File: config.mk
export PLATFORM = sky130hd
export DESIGN_NAME = dda_line_rasterizer_top_flat
export DESIGN_NICKNAME = d
export VERILOG_FILES = /design/src/dlr_pkg.sv /design/src/dlr_intf.sv /design/src/dlr_divider.sv /design/src/dda_line_rasterizer_top.sv /design/src/flat_wrapper.sv
export SDC_FILE = /design/constraint.sdc
export NUM_CORES = 1
export LEC_CHECK = 0
export BUFFER_PORTS_ARGS = -buffer_cell sky130_fd_sc_hd__buf_2
export CORE_AREA = 2 2 191 193
export CTS_CLUSTER_DIAMETER = 120
export DETAILED_ROUTE_END_ITERATION = 12
export DIE_AREA = 0 0 193 195
export PLACE_DENSITY = 0.54
export SLEW_MARGIN = 20
export SYNTH_ARGS = -nofsm -noshare
export SYNTH_HDL_FRONTEND = slang
export SYNTH_SLANG_ARGS = --single-unit
export TNS_END_PERCENT = 50
File: constraint.sdc
create_clock -name clk -period 17.31 [get_ports clk]
set_input_delay 3.462 -clock clk [delete_from_list [all_inputs] [get_ports clk]]
set_output_delay 3.462 -clock clk [all_outputs]
set_load 0.01 [all_outputs]
File: src/dlr_pkg.sv
// Shared constants, opcodes and divider handshake types for the DDA line rasterizer.
// No dependencies; every other file imports this package.
`default_nettype none

package dlr_pkg;

  localparam int COORD_BITS = 10;
  localparam int FRAC_BITS  = 16;

  // Signed fixed point accumulator and slope widths.
  localparam int ACC_BITS   = COORD_BITS + FRAC_BITS + 1;
  localparam int SLOPE_BITS = FRAC_BITS + 2;

  // Dividend is |minor delta| shifted up by FRAC_BITS; one quotient bit per cycle.
  localparam int NUM_BITS   = COORD_BITS + FRAC_BITS;
  localparam int CNT_BITS   = $clog2(NUM_BITS + 1);
  localparam int QUOT_BITS  = FRAC_BITS + 1;

  localparam logic OP_START = 1'b0;
  localparam logic OP_STEP  = 1'b1;

  typedef struct packed {
    logic                  start;
    logic [COORD_BITS-1:0] dividend;
    logic [COORD_BITS-1:0] divisor;
  } div_req_t;

  typedef struct packed {
    logic                 done;
    logic [QUOT_BITS-1:0] quotient;
    logic                 inexact;
  } div_res_t;

endpackage

`default_nettype wire

File: src/dlr_intf.sv
// Valid/ready channel interfaces: line requests in, pixels out.
// Depends on dlr_pkg for coordinate widths.
`default_nettype none

interface dlr_req_if import dlr_pkg::*; ();
  logic                  valid;
  logic                  ready;
  logic                  opcode;
  logic [COORD_BITS-1:0] start_x;
  logic [COORD_BITS-1:0] start_y;
  logic [COORD_BITS-1:0] end_x;
  logic [COORD_BITS-1:0] end_y;

  modport source(output valid, opcode, start_x, start_y, end_x, end_y, input ready);
  modport sink(input valid, opcode, start_x, start_y, end_x, end_y, output ready);
endinterface

interface dlr_pix_if import dlr_pkg::*; ();
  logic                  valid;
  logic                  ready;
  logic [COORD_BITS-1:0] pixel_x;
  logic [COORD_BITS-1:0] pixel_y;
  logic                  last_pixel;

  modport source(output valid, pixel_x, pixel_y, last_pixel, input ready);
  modport sink(input valid, pixel_x, pixel_y, last_pixel, output ready);
endinterface

`default_nettype wire

File: src/dlr_divider.sv
// Restoring divider for the slope: one quotient bit per cycle.
// Depends on dlr_pkg. Divisor must be nonzero; dividend must not exceed divisor.
`default_nettype none

module dlr_divider import dlr_pkg::*; (
  input  wire logic     clk,
  input  wire logic     rst,
  input  wire div_req_t req,
  output div_res_t      res
);

  logic                  busy;
  logic [CNT_BITS-1:0]   cnt;
  logic [NUM_BITS-1:0]   work;
  logic [COORD_BITS-1:0] rem;
  logic [COORD_BITS-1:0] den;
  logic                  done;

  logic [COORD_BITS:0]   trial;
  logic                  fits;
  logic [COORD_BITS:0]   diff;

  assign trial = {rem, work[NUM_BITS-1]};
  assign fits  = trial >= {1'b0, den};
  assign diff  = trial - {1'b0, den};

  always_ff @(posedge clk) begin
    if (rst) begin
      busy <= 1'b0;
      done <= 1'b0;
      cnt  <= '0;
    end else begin
      done <= 1'b0;
      if (req.start) begin
        busy <= 1'b1;
        cnt  <= CNT_BITS'(NUM_BITS);
      end else if (busy) begin
        cnt <= cnt - 1'b1;
        if (cnt == CNT_BITS'(1)) begin
          busy <= 1'b0;
          done <= 1'b1;
        end
      end
    end
  end

  // Quotient bits shift into the bottom of the dividend register.
  always_ff @(posedge clk) begin
    if (req.start) begin
      work <= {req.dividend, {FRAC_BITS{1'b0}}};
      rem  <= '0;
      den  <= req.divisor;
    end else if (busy) begin
      work <= {work[NUM_BITS-2:0], fits};
      rem  <= fits ? diff[COORD_BITS-1:0] : trial[COORD_BITS-1:0];
    end
  end

  assign res.done     = done;
  assign res.quotient = work[QUOT_BITS-1:0];
  assign res.inexact  = |rem;

endmodule

`default_nettype wire

File: src/dda_line_rasterizer_top.sv
// DDA line rasterizer top: request decode, line setup, step datapath, output register.
// Depends on dlr_pkg, dlr_intf (channel interfaces) and dlr_divider.
//
// A start request (opcode 0) loads two endpoints; the longer axis becomes the major
// axis and the endpoints are ordered so the major coordinate rises. The slope is
// computed by a restoring divider, one bit per cycle, so a start request holds off
// the next request until the divider is done and the slope is loaded; a line whose
// endpoints share a major coordinate skips the divider. Each step request (opcode 1)
// then returns one pixel and is taken every cycle while the pixel output register
// drains; the pixel that ends the line carries last_pixel. A step while no line is
// loaded returns nothing, and a start while a line is in progress drops the old line.
`default_nettype none

module dda_line_rasterizer_top import dlr_pkg::*; (
  input  wire logic clk,
  input  wire logic rst,
  dlr_req_if.sink   req,
  dlr_pix_if.source pix
);

  localparam logic ST_RUN = 1'b0;
  localparam logic ST_DIV = 1'b1;

  logic                  state;
  logic                  line_busy;
  logic                  y_is_major;
  logic                  minor_neg;
  logic [COORD_BITS-1:0] major_position;
  logic [COORD_BITS-1:0] major_limit;
  logic [ACC_BITS-1:0]   minor_accumulator;
  logic [SLOPE_BITS-1:0] step_slope;

  logic                  out_valid;
  logic [COORD_BITS-1:0] out_x;
  logic [COORD_BITS-1:0] out_y;
  logic                  out_last;

  div_req_t div_req;
  div_res_t div_res;

  logic accept;
  logic start_acc;
  logic step_acc;
  logic emit;

  // Line setup
  logic [COORD_BITS-1:0] adx;
  logic [COORD_BITS-1:0] ady;
  logic                  y_major_in;
  logic [COORD_BITS-1:0] maj_a, maj_b, min_a, min_b;
  logic                  swap;
  logic [COORD_BITS-1:0] maj0, maj1, min0, min1;
  logic [COORD_BITS-1:0] dmaj;
  logic                  dmin_neg;
  logic [COORD_BITS-1:0] dmin_mag;

  // Step datapath
  logic [COORD_BITS-1:0] minor_now;
  logic                  last_now;
  logic [SLOPE_BITS-1:0] slope_mag;
  logic [SLOPE_BITS-1:0] slope_new;

  assign req.ready = (state == ST_RUN) && (!out_valid || pix.ready);
  assign accept    = req.valid && req.ready;
  assign start_acc = accept && (req.opcode == OP_START);
  assign step_acc  = accept && (req.opcode == OP_STEP);
  assign emit      = step_acc && line_busy;

  always_comb begin
    adx        = (req.end_x >= req.start_x) ? req.end_x - req.start_x
                                            : req.start_x - req.end_x;
    ady        = (req.end_y >= req.start_y) ? req.end_y - req.start_y
                                            : req.start_y - req.end_y;
    y_major_in = ady > adx;
    maj_a      = y_major_in ? req.start_y : req.start_x;
    maj_b      = y_major_in ? req.end_y   : req.end_x;
    min_a      = y_major_in ? req.start_x : req.start_y;
    min_b      = y_major_in ? req.end_x   : req.end_y;
    swap       = maj_a > maj_b;
    maj0       = swap ? maj_b : maj_a;
    maj1       = swap ? maj_a : maj_b;
    min0       = swap ? min_b : min_a;
    min1       = swap ? min_a : min_b;
    dmaj       = maj1 - maj0;
    dmin_neg   = min0 > min1;
    dmin_mag   = dmin_neg ? min0 - min1 : min1 - min0;
  end

  assign div_req.start    = start_acc && (dmaj != '0);
  assign div_req.dividend = dmin_mag;
  assign div_req.divisor  = dmaj;

  dlr_divider u_divider (
    .clk (clk),
    .rst (rst),
    .req (div_req),
    .res (div_res)
  );

  // Round toward plus infinity: bump a positive inexact quotient, negate a negative one.
  assign slope_mag = SLOPE_BITS'(div_res.quotient)
                   + SLOPE_BITS'(div_res.inexact && !minor_neg);
  assign slope_new = minor_neg ? -slope_mag : slope_mag;

  assign minor_now = minor_accumulator[FRAC_BITS +: COORD_BITS];
  assign last_now  = major_position == major_limit;

  always_ff @(posedge clk) begin
    if (rst) begin
      state             <= ST_RUN;
      line_busy         <= 1'b0;
      y_is_major        <= 1'b0;
      minor_neg         <= 1'b0;
      major_position    <= '0;
      major_limit       <= '0;
      minor_accumulator <= '0;
      step_slope        <= '0;
    end else begin
      unique case (state)
        ST_RUN: begin
          if (start_acc) begin
            y_is_major        <= y_major_in;
            minor_neg         <= dmin_neg;
            major_position    <= maj0;
            major_limit       <= maj1;
            minor_accumulator <= {{(ACC_BITS-COORD_BITS-FRAC_BITS){1'b0}}, min0,
                                  {FRAC_BITS{1'b0}}};
            step_slope        <= '0;
            if (dmaj == '0) begin
              line_busy <= 1'b1;
            end else begin
              line_busy <= 1'b0;
              state     <= ST_DIV;
            end
          end else if (emit) begin
            if (last_now) begin
              line_busy <= 1'b0;
            end else begin
              major_position    <= major_position + 1'b1;
              minor_accumulator <= minor_accumulator
                + {{(ACC_BITS-SLOPE_BITS){step_slope[SLOPE_BITS-1]}}, step_slope};
            end
          end
        end
        ST_DIV: begin
          if (div_res.done) begin
            step_slope <= slope_new;
            line_busy  <= 1'b1;
            state      <= ST_RUN;
          end
        end
        default: state <= ST_RUN;
      endcase
    end
  end

  // Output register: load on a pixel, drop when taken.
  always_ff @(posedge clk) begin
    if (rst) begin
      out_valid <= 1'b0;
    end else if (emit) begin
      out_valid <= 1'b1;
    end else if (pix.ready) begin
      out_valid <= 1'b0;
    end
  end

  always_ff @(posedge clk) begin
    if (emit) begin
      out_x    <= y_is_major ? minor_now : major_position;
      out_y    <= y_is_major ? major_position : minor_now;
      out_last <= last_now;
    end
  end

  assign pix.valid      = out_valid;
  assign pix.pixel_x    = out_x;
  assign pix.pixel_y    = out_y;
  assign pix.last_pixel = out_last;

`ifndef SYNTHESIS
  a_div_done_in_div: assert property (@(posedge clk) disable iff (rst)
    div_res.done |-> (state == ST_DIV))
    else $error("slope divider finished outside the divide state");

  a_no_line_while_div: assert property (@(posedge clk) disable iff (rst)
    (state == ST_DIV) |-> !line_busy)
    else $error("line marked busy before its slope is known");

  a_end_flags_last: assert property (@(posedge clk) disable iff (rst)
    (emit && last_now) |=> (out_valid && out_last && !line_busy))
    else $error("line ended without a flagged last pixel");

  a_pixel_from_step: assert property (@(posedge clk) disable iff (rst)
    $rose(out_valid) |-> $past(step_acc))
    else $error("pixel produced without a step request");
`endif

endmodule

`default_nettype wire
File: src/flat_wrapper.sv
// flat-port wrapper written by rule: the top's interface ports become plain ports
module dda_line_rasterizer_top_flat import dlr_pkg::*;
  (clk, rst, req_valid, req_opcode, req_start_x, req_start_y, req_end_x, req_end_y, req_ready, pix_valid, pix_pixel_x, pix_pixel_y, pix_last_pixel, pix_ready);
  dlr_req_if req_i ();
  dlr_pix_if pix_i ();
  input  wire logic clk;
  input  wire logic rst;
  input wire logic [$bits(req_i.valid)-1:0] req_valid;
  input wire logic [$bits(req_i.opcode)-1:0] req_opcode;
  input wire logic [$bits(req_i.start_x)-1:0] req_start_x;
  input wire logic [$bits(req_i.start_y)-1:0] req_start_y;
  input wire logic [$bits(req_i.end_x)-1:0] req_end_x;
  input wire logic [$bits(req_i.end_y)-1:0] req_end_y;
  output wire logic [$bits(req_i.ready)-1:0] req_ready;
  output wire logic [$bits(pix_i.valid)-1:0] pix_valid;
  output wire logic [$bits(pix_i.pixel_x)-1:0] pix_pixel_x;
  output wire logic [$bits(pix_i.pixel_y)-1:0] pix_pixel_y;
  output wire logic [$bits(pix_i.last_pixel)-1:0] pix_last_pixel;
  input wire logic [$bits(pix_i.ready)-1:0] pix_ready;
  assign req_i.valid = req_valid;
  assign req_i.opcode = req_opcode;
  assign req_i.start_x = req_start_x;
  assign req_i.start_y = req_start_y;
  assign req_i.end_x = req_end_x;
  assign req_i.end_y = req_end_y;
  assign req_ready = req_i.ready;
  assign pix_valid = pix_i.valid;
  assign pix_pixel_x = pix_i.pixel_x;
  assign pix_pixel_y = pix_i.pixel_y;
  assign pix_last_pixel = pix_i.last_pixel;
  assign pix_i.ready = pix_ready;
  dda_line_rasterizer_top u_core (.clk(clk), .rst(rst), .req(req_i), .pix(pix_i));
endmodule
==> results of run 1 <==
-- layout make-up --
| class | instances | area share, % |
|---|---|---|
| Timing Repair Buffer | 82 | 3.26 |
| Inverter | 115 | 3.16 |
| Multi-Input combinational cell | 1184 | 61.2 |
| Clock inverter | 14 | 1.16 |
| Sequential cell | 143 | 23.8 |
| Tap cell | 461 | 4.20 |
| Clock buffer | 18 | 3.13 |
-- synthesized netlist by cell type (22+ instances only) --
master / number / share of area, %
clkbuf_1: 49 / 1.5
nand2b_1: 22 / 1.1
nor2_1: 142 / 4.3
mux2_2: 34 / 3.1
edfxtp_1: 41 / 10
nand2_1: 137 / 4.2
a21o_1: 27 / 1.6
mux2i_1: 69 / 5.6
dfxtp_1: 102 / 17
xnor2_1: 68 / 4.8
o21ai_0: 72 / 2.9
nand3_1: 39 / 1.6
a211oi_1: 25 / 1.5
xor2_1: 42 / 3.0
a21oi_1: 128 / 5.2
ha_1: 117 / 12
inv_1: 114 / 3.5
-- power breakdown --
| group | internal [µW] | total, µW | switching [µW] |
|---|---|---|---|
| Clock | 215 | 371 | 156 |
| Sequential | 438 | 494 | 55.9 |
| Combinational | 834 | 2120 | 1280 |
-- cells in the final DEF (no fill, tap or decap), types with 17 or more instances in the layout --
cell | netlist | final
edfxtp_1 | 41 | 41
a21o_1 | 27 | 26
nand2b_1 | 22 | 22
and3_1 | 17 | 17
a22oi_1 | 21 | 21
nor2_1 | 142 | 141
clkbuf_16 | 0 | 17
xor2_1 | 42 | 42
mux2_2 | 34 | 34
inv_1 | 114 | 114
ha_1 | 117 | 117
buf_2 | 4 | 67
dfxtp_1 | 102 | 101
o21ai_0 | 72 | 72
a21oi_1 | 128 | 127
nor3_1 | 21 | 21
nand2_1 | 137 | 137
xnor2_1 | 68 | 68
o211ai_1 | 19 | 19
a211oi_1 | 25 | 25
nand3_1 | 39 | 38
mux2i_1 | 69 | 69
-- state kept, by name, indices dropped and copies added, names as in the netlist, 5 cells and up --
signal,count
u_core.minor_accumulator,26
u_core.u_divider.work,26
u_core.step_slope,18
u_core.major_limit,10
u_core.major_position,10
u_core.pix.pixel_x,10
u_core.pix.pixel_y,10
u_core.u_divider.den,10
u_core.u_divider.rem,10
u_core.u_divider.cnt,5
-- metal layers --
metal | up-vias | part of all wire [%] | track usage [%]
met5 | - | 0 | 0
met2 | 184 | 47 | 31.7
met4 | 0 | 2.4 | 5.75
li1 | 5436 | - | -
met1 | 5153 | 47 | 25.2
met3 | 45 | 3.2 | 2.61
-- critical path: cells and delay by family --
| kind | cells | cell delay [ps] |
|---|---|---|
| compound gates | 28 | 7560 |
| xor+xnor | 2 | 280 |
| buf+inv | 5 | 770 |
| fa+ha+maj | 5 | 1950 |
| simple gates | 5 | 1750 |
| mux | 3 | 340 |
-- final timing paths --
check                                             start                   endpoint  slack [ps]  cells past startpoint
worst max-delay path                       req_end_x[0]  u_core.u_divider.work[25]        1310                     48
worst min-delay path               u_core.step_slope[2]       u_core.step_slope[2]         460                      2
worst max register to register  u_core.u_divider.rem[9]      u_core.step_slope[17]       13250                     16
worst min register to register     u_core.step_slope[2]       u_core.step_slope[2]         460                      2
-- metrics by stage --
stage	setup slack, ps	cells
after CTS	1410	2017
after global placement	1140	1985
final	1310	2017
after floorplan	2790	1510
after detailed placement	1000	1985
after global routing	482	2017
-- logic make-up after synthesis --
group,synth area share (%)
and+or+nand+nor,17.0
AOI/OAI and AO/OA,21.0
buffers and inverters,5.83
DFF,26.5
adders and majority gates,13.2
xor gates and xnor gates,7.79
muxes,8.69
==> results.cfg, run 1 <==
[logic_synthesis]
ys_ff_latch = 143
ys_seq_area_share_pct = 26.5
ys_types = 75
async_reset_ff_share_pct = 0
synthesis.nets = 1680
synth_edf_count = 41
synth_area_um2 = 12400
syn_inst = 1510
yosysWarnings = 0
synth-main-ff-cell = dfxtp_1
synth.avg_cell_area_um2 = 8.19

[timing]
tns_ps = 0
rsz0062_at_grt = false
slew_headroom_pct = 21.9
maxSlewViolCount = 0
finalWorstPathRequiredPeriod_ps = 16000
whs_ps = 461
worstMarginPinSlew_ps = 1160
hold_viol = 0
min_period_over_period_pct = 92.4
fin_skew_ps = 12.3
finalSetupViolCount = 0
fmax_mhz = 62.5

[clocking]
cts_tree = done
cts_root_buf = clkbuf_16
post_cts_buffers = 0
cts_max_path_buffers = 2
cts_sinks = 143
clk_latency_ps = 430
htreeDepth = 4
cts_buffers = 17
hold_buffers = 0
cts_resized = 0
path_clk_slew_ps = 60

[pwr]
power_uw = 2980
power_leakage_uw = 0.00592
vdd_drop_max_mv = 0.140
power.density_nw_per_um2 = 217

[worst_setup_path]
startpoint_type = primary input
crit_path_end_kind = flop
cp_max_fo = 43
worstPathArrival_ps = 16140
critPathSlowestCell = o21ai_0
slowest_delay_ps = 930
critPathKind = in2reg
critPathMostFrequentCell = a21oi_1
cp.required_ps = 17460

[drt]
routedWlPerCell_um = 17.4
vias = 10800
drc = 0
wirelength_mm = 35.0
via_per_inst = 5.36
drtAntennaViolNets = 0
first_pass_iters = 5
drt_iter0_markers = 772

[final_layout]
nFillCells = 3682
antenna_cells = 0
multiInputGateArea_um2 = 8410
fin_nets = 1713
seqCellArea_um2 = 3270
syn_to_final_growth_pct = 11.1
final_util_pct = 38.8
stdcell_area_um2 = 13700
layout-drive-gt1-share_pct = 11.9

[die]
die_h_um = 195
die_area_um2 = 37600
start_util_pct = 34.9
rows = 69
num_io_pins = 68
coreArea_um2 = 35400
fp.dieW_um = 193

[global_routing]
grt_usage_pct = 19.0
antenna_found_initial = 0
grt_pass1_wl_mm = 56.5
grt_max_degree = 78
grt_pass1_vias = 10500
grt_overflow = 0

[placed_design]
io_buffer_count = 67
gp_congestion = 0.952
dpl-instance-area_um2 = 13100
dp_hpwl_mm = 27.1

[run_status]
status = complete, no violations

[flow_run]
drv_cap = 0

[worst_hold_path]
hp-class = reg2reg
Note: power is estimated with default switching activity, not from simulation.
==> run 2: changes to the inputs <==
- ABC_AREA: unset -> 1
- CORE_AREA: 2 2 191 193 -> 2 2 193 195
- DIE_AREA: 0 0 193 195 -> 0 0 195 197
- SYNTH_HIERARCHICAL: unset -> 1
==> run 2 against run 1 <==
Effect of this change:
- first-iteration DRC count fell by 6.6%
- setup slack improved by 2400 ps
- sequential cell count unchanged
- routed wire length rose by 3.7%
- non-clock buffer count down 7
- global-route usage grew 0.26 points
- core utilization shrank 0.99 points
- via count grew 10%
- synthesized area increased by 1.6%
- final cell count rose by 18%
- die area grew 2.1%
- largest cell class unchanged
- highest routed layer unchanged
==> results.cfg, run 2 <==
[worst_setup_path]
startpoint_type = primary input
r2r-end = u_core/step_slope[17]
critPathKind = in2reg
slowest_delay_ps = 920
worstPathArrival_ps = 13910
ff2ff_setup_slack_ps = 13660
cp.required_ps = 17640
critPathSlowestCell = clkinv_1
critPathMostFrequentCell = nor2_1
r2r.worst_path.cells = 21
cp_max_fo = 79
reg2reg_from = u_core/u_divider/rem[1]
crit_path_end_kind = flop

[clocking]
post_cts_buffers = 0
hold_buffers = 0
path_clk_slew_ps = 60
clk_latency_ps = 430
cts_sinks = 143
htreeDepth = 4
cts_buffers = 17
cts_tree = done
cts_root_buf = clkbuf_16
cts_resized = 0
cts_max_path_buffers = 2

[global_routing]
antenna_found_initial = 0
grt_overflow = 0
grt_pass1_wl_mm = 58.6
grt_pass1_vias = 11300
grt_max_degree = 80
grt_usage_pct = 19.2

[final_layout]
seqCellArea_um2 = 3270
fin_nets = 2059
syn_to_final_growth_pct = 9.18
multiInputGateArea_um2 = 7760
fin_cells = 2370
reg_top3 = u_core/minor_accumulator: 26 flops, u_core/u_divider/work: 26 flops, u_core/step_slope: 18 flops
layout-drive-gt1-share_pct = 8.15
nFillCells = 3920
antenna_cells = 0
final_common_cell = nand2_1
layout_common_cells = 453 x nand2_1, 299 x inv_1, 160 x o21ai_0, 158 x a21oi_1, 117 x ha_1
final_util_pct = 37.8

[timing]
min_period_over_period_pct = 78.5
fin_skew_ps = 11.2
rsz0062_at_grt = false
whs_ps = 471
finalSetupViolCount = 0
fmax_mhz = 73.6
hold_viol = 0
worstMarginPinSlew_ps = 940
maxSlewViolCount = 0
finalWorstPathRequiredPeriod_ps = 13590
tns_ps = 0
slew_headroom_pct = 36.7

[drt]
drc = 0
via_per_inst = 5.02
wirelength_mm = 36.3
drt_iter0_markers = 721
routedWlPerCell_um = 15.3
first_pass_iters = 5
drtAntennaViolNets = 0
vias = 11900

[die]
fp.dieW_um = 195
die_area_um2 = 38400
start_util_pct = 34.6
num_io_pins = 68
die_h_um = 197
coreArea_um2 = 36300
rows = 70

[run_status]
status = complete, no violations

[flow_run]
drv_cap = 0

[logic_synthesis]
ys_seq_area_share_pct = 26.1
yosysWarnings = 6
synth_edf_count = 41
synth_area_um2 = 12600
synth-main-ff-cell = dfxtp_1
synth_area_leader_cell = dfxtp_1
async_reset_ff_share_pct = 0
synth.avg_cell_area_um2 = 6.72
yosys-top-cells-area = dfxtp_1 16%, nand2_1 14%, ha_1 12%
ys_types = 60
syn_inst = 1869
synth_top_cells_by_count = 453 x nand2_1, 299 x inv_1, 160 x o21ai_0, 158 x a21oi_1, 117 x ha_1
yosysTopAreaCellShare_pct = 16.3
synth.most_common_cell = nand2_1
synthesis.nets = 2039
ys_ff_latch = 143

[worst_hold_path]
hp-class = reg2reg
min_from = u_core/minor_accumulator[0]
whs_endpoint = u_core/minor_accumulator[0]
worst_hold_path.num_cells = 2

[placed_design]
dp_hpwl_mm = 29.1
dp_cells = 2338
io_buffer_count = 67
gp_congestion = 0.899
run 2: changes by cell type in the layout (fill, tap and decap cells not counted), sizes merged, moves of 18 or more:
cell and change:
a211oi -29, a21o -18, a21oi +30, a22oi -19
inv +193, mux2 -32, mux2i -65, nand2 +333
nand2b -22, nand3 +59, nor2 -40, o21ai +89
xnor2 -48
run 2: logic make-up after synthesis:
kind of cell	count (synthesis)	synth area share (%)
flops	143	26.1
simple gates	740	25.5
buf+inv	377	12.2
fa+ha+maj	125	12.9
mux	6	0.498
compound gates	422	18.9
xor+xnor	56	3.91
run 2: area by class of cell:
cell class                      count  area share (%)
Multi-Input combinational cell   1349            56.6
Sequential cell                   143            23.9
Inverter                          303            8.30
Tap cell                          468            4.27
Clock buffer                       17            3.10
Timing Repair Buffer               75            2.88
Clock inverter                     15           0.931
run 2: worst max-delay path by stage:
| stage | cells after the start | start | slack (ps) | endpoint |
|---|---|---|---|---|
| after floorplan | 58 | req_start_y[3] | 5740 | u_core/u_divider/work[19] |
| after detailed placement | 43 | req_start_y[4] | 3560 | u_core/u_divider/work[8] |
| after global routing | 48 | req_start_y[4] | 2500 | u_core/u_divider/work[0] |
| after CTS | 43 | req_start_y[4] | 3990 | u_core/u_divider/work[8] |
| final | 43 | req_start_y[4] | 3720 | u_core/u_divider/work[8] |
| after global placement | 42 | req_start_y[4] | 3190 | u_core/u_divider/work[16] |
run 2: worst max-delay path: cells and delay by family:
kind / cells / cell delay, ps
fa+ha+maj: 3 / 1130
compound gates: 10 / 3660
buf+inv: 6 / 1610
xor+xnor: 1 / 130
simple gates: 23 / 3850
run 2: per-stage QoR:
stage / worst slack [ps] / cell area (µm²)
after floorplan: 5740 / 12600
after global placement: 3190 / 13100
after detailed placement: 3560 / 13200
after CTS: 3990 / 13700
after global routing: 2500 / 13700
final: 3720 / 13700
run 2: routing by layer:
metal  track usage [%]  up-vias  share of wire [%]
met5                 0        -                  0
met4              7.15        0                3.1
met3              3.01       64                4.5
met2              32.7      284                 47
met1              24.5     5380                 45
li1                  -     6171                  -
Power of run 2 is not shown: default switching activity piles up to over one toggle a cycle in this logic, so the estimate is an artifact.
==> run 3: changes to the inputs <==
- ABC_AREA: 1 -> 0
- CORE_AREA: 2 2 193 195 -> 2 2 194 196
- DIE_AREA: 0 0 195 197 -> 0 0 196 198
- clock period: 17.31 -> 13.65 ns (I/O delays scaled with it)
==> run 3 against run 2 <==
Effect of this change:
- setup slack got worse by 2900 ps
- final cell count is 12% lower
- via count shrank 7.4%
- core utilization increased by 0.41 points
- cell area is 3.0% higher
- global-route usage is 0.83 points lower
- worst hold slack got worse by 6.1 ps
- routed wire length down 3.0%
- count of clock-buffer cells in the layout grew 1
- sequential cell count unchanged
- first-iteration DRC count down 20%
- non-clock buffer count grew 36
- largest cell class unchanged
- highest routed layer unchanged
==> results.cfg, run 3 <==
[final_layout]
final_common_cell = a21oi_1
antenna_cells = 0
reg_top3 = u_core/minor_accumulator: 26 flops, u_core/u_divider/work: 26 flops, u_core/step_slope: 18 flops
syn_to_final_growth_pct = 11.4
layout-drive-gt1-share_pct = 13.3
stdcell_area_um2 = 14100
layout_common_cells = 143 x a21oi_1, 138 x nor2_1, 122 x nand2_1, 120 x inv_1, 117 x ha_1
fin_nets = 1770
final_util_pct = 38.2

[pwr]
vdd_drop_max_mv = 0.147
power_uw = 3970
power_leakage_uw = 0.00605
power.density_nw_per_um2 = 281

[clocking]
clk_latency_ps = 430
cts_root_buf = clkbuf_16
path_clk_slew_ps = 70
htreeDepth = 4
cts_sinks = 143
cts_max_path_buffers = 2
cts_tree = done
cts_buffers = 17

[logic_synthesis]
yosys-top-cells-area = dfxtp_1 16%, ha_1 12%, edfxtp_1 9.7%
synthesis.nets = 1734
ys_ff_latch = 143
ys_seq_area_share_pct = 25.8
synth-main-ff-cell = dfxtp_1
async_reset_ff_share_pct = 0
synth.avg_cell_area_um2 = 8.11
syn_inst = 1564
ys_types = 82
synth_top_cells_by_count = 144 x a21oi_1, 141 x nor2_1, 122 x nand2_1, 120 x inv_1, 117 x ha_1
synth_edf_count = 41
synth.most_common_cell = a21oi_1
yosysTopAreaCellShare_pct = 16.1
synth_area_leader_cell = dfxtp_1
yosysWarnings = 6
synth_area_um2 = 12700

[placed_design]
io_buffer_count = 67
dp_hpwl_mm = 27.3
dpl-instance-area_um2 = 13500
gp_congestion = 0.938

[global_routing]
antenna_found_initial = 0
grt_usage_pct = 18.4
grt_overflow = 0
grt_max_degree = 64
grt_pass1_vias = 10900
grt_pass1_wl_mm = 57.0

[worst_hold_path]
min_from = u_core/step_slope[2]
worst_hold_path.num_cells = 2
hp-class = reg2reg
whs_endpoint = u_core/step_slope[2]

[worst_setup_path]
worstPathArrival_ps = 13020
cp_max_fo = 22
critPathSlowestCell = a2111oi_2
critPathKind = in2reg
ff2ff_setup_slack_ps = 9740
slowest_delay_ps = 500
cp.required_ps = 13840
r2r-end = u_core/minor_accumulator[25]
startpoint_type = primary input
critPathMostFrequentCell = a21oi_1
crit_path_end_kind = flop
reg2reg_from = u_core/minor_accumulator[1]
r2r.worst_path.cells = 14

[drt]
routedWlPerCell_um = 16.9
drc = 0
vias = 11000
first_pass_iters = 5
via_per_inst = 5.28
drt_iter0_markers = 575
drtAntennaViolNets = 0
wirelength_mm = 35.2

[timing]
rsz0062_at_grt = false
fin_skew_ps = 8.35
tns_ps = 0
worstMarginPinSlew_ps = 886
slew_headroom_pct = 40.8
hold_viol = 0
min_period_over_period_pct = 94.0
maxSlewViolCount = 0
finalSetupViolCount = 0
finalWorstPathRequiredPeriod_ps = 12830
fmax_mhz = 77.9

[die]
die_h_um = 198
coreArea_um2 = 37000
num_io_pins = 68
fp.dieW_um = 196
rows = 71
die_area_um2 = 38800
start_util_pct = 34.3

[run_status]
status = complete, no violations

[flow_run]
drv_cap = 0
==> run 3: worst max path at each step <==
stage	from	end	slack [ps]	cells past startpoint
global route	req_end_x[0]	u_core/u_divider/work[24]	6	50
CTS	req_end_y[0]	u_core/u_divider/work[24]	430	50
finish	req_end_y[0]	u_core/u_divider/work[24]	820	51
detailed placement	req_end_y[0]	u_core/u_divider/work[24]	-7	50
floorplan	req_end_x[0]	u_core/u_divider/work[24]	740	54
global placement	req_end_y[0]	u_core/u_divider/work[24]	170	51
==> run 3: worst max-delay path, delay by kind of cell <==
kind | cells | cell delay, ps
AO/OA/AOI/OAI | 30 | 6030
adder cells (fa/ha/maj) | 5 | 1640
multiplexers | 3 | 800
buffers and inverters | 6 | 780
AND/OR/NAND/NOR | 5 | 780
XOR/XNOR | 2 | 270
==> run 3: cells by family after synthesis <==
kind of cell	count (synthesis)	synth area share, %
and+or+nand+nor	437	16.1
AOI/OAI and AO/OA	428	21.7
buffers and inverters	214	7.14
DFF	143	25.8
adders and majority gates	126	12.9
xor gates and xnor gates	113	7.81
muxes	103	8.55
==> run 3: stage by stage <==
stage | hold slack [ps] | setup slack, ps | instances
global placement | 449 | 168 | 2054
global route | 489 | 6.26 | 2087
finish | 464 | 815 | 2087
floorplan | 436 | 740 | 1564
CTS | 464 | 427 | 2086
detailed placement | 458 | -7.31 | 2054
==> run 3: layout make-up <==
| class | count | area, µm² |
|---|---|---|
| Sequential cell | 143 | 3270 |
| Clock inverter | 14 | 121 |
| Tap cell | 474 | 593 |
| Fill cell | 3854 | 22800 |
| Multi-Input combinational cell | 1207 | 8570 |
| Timing Repair Buffer | 111 | 678 |
| Inverter | 120 | 450 |
| Clock buffer | 18 | 439 |
==> run 3: what timing repair did <==
action                                  4_1_cts  5_1_grt
gates resized for setup                       0        4
buffers inserted                              0        1
endpoints found under the setup margin        0        8
hold buffers                                  0        0
==> run 3: layer usage <==
metal	wire (µm)	vias to the layer above	GRT usage (%)	share of wire, %
met5	0	-	0	0
met4	664	0	5.72	1.9
met3	968	33	2.04	2.7
met2	17300	188	33.2	49
met1	16300	5158	22.9	46
li1	-	5636	-	-
==> run 3: power by group <==
| part | internal (µW) | total, µW | leakage (µW) | switching [µW] |
|---|---|---|---|---|
| Clock | 243 | 450 | 0.000273 | 207 |
| Combinational | 1170 | 2910 | 0.00456 | 1740 |
| Sequential | 551 | 612 | 0.00122 | 61.5 |
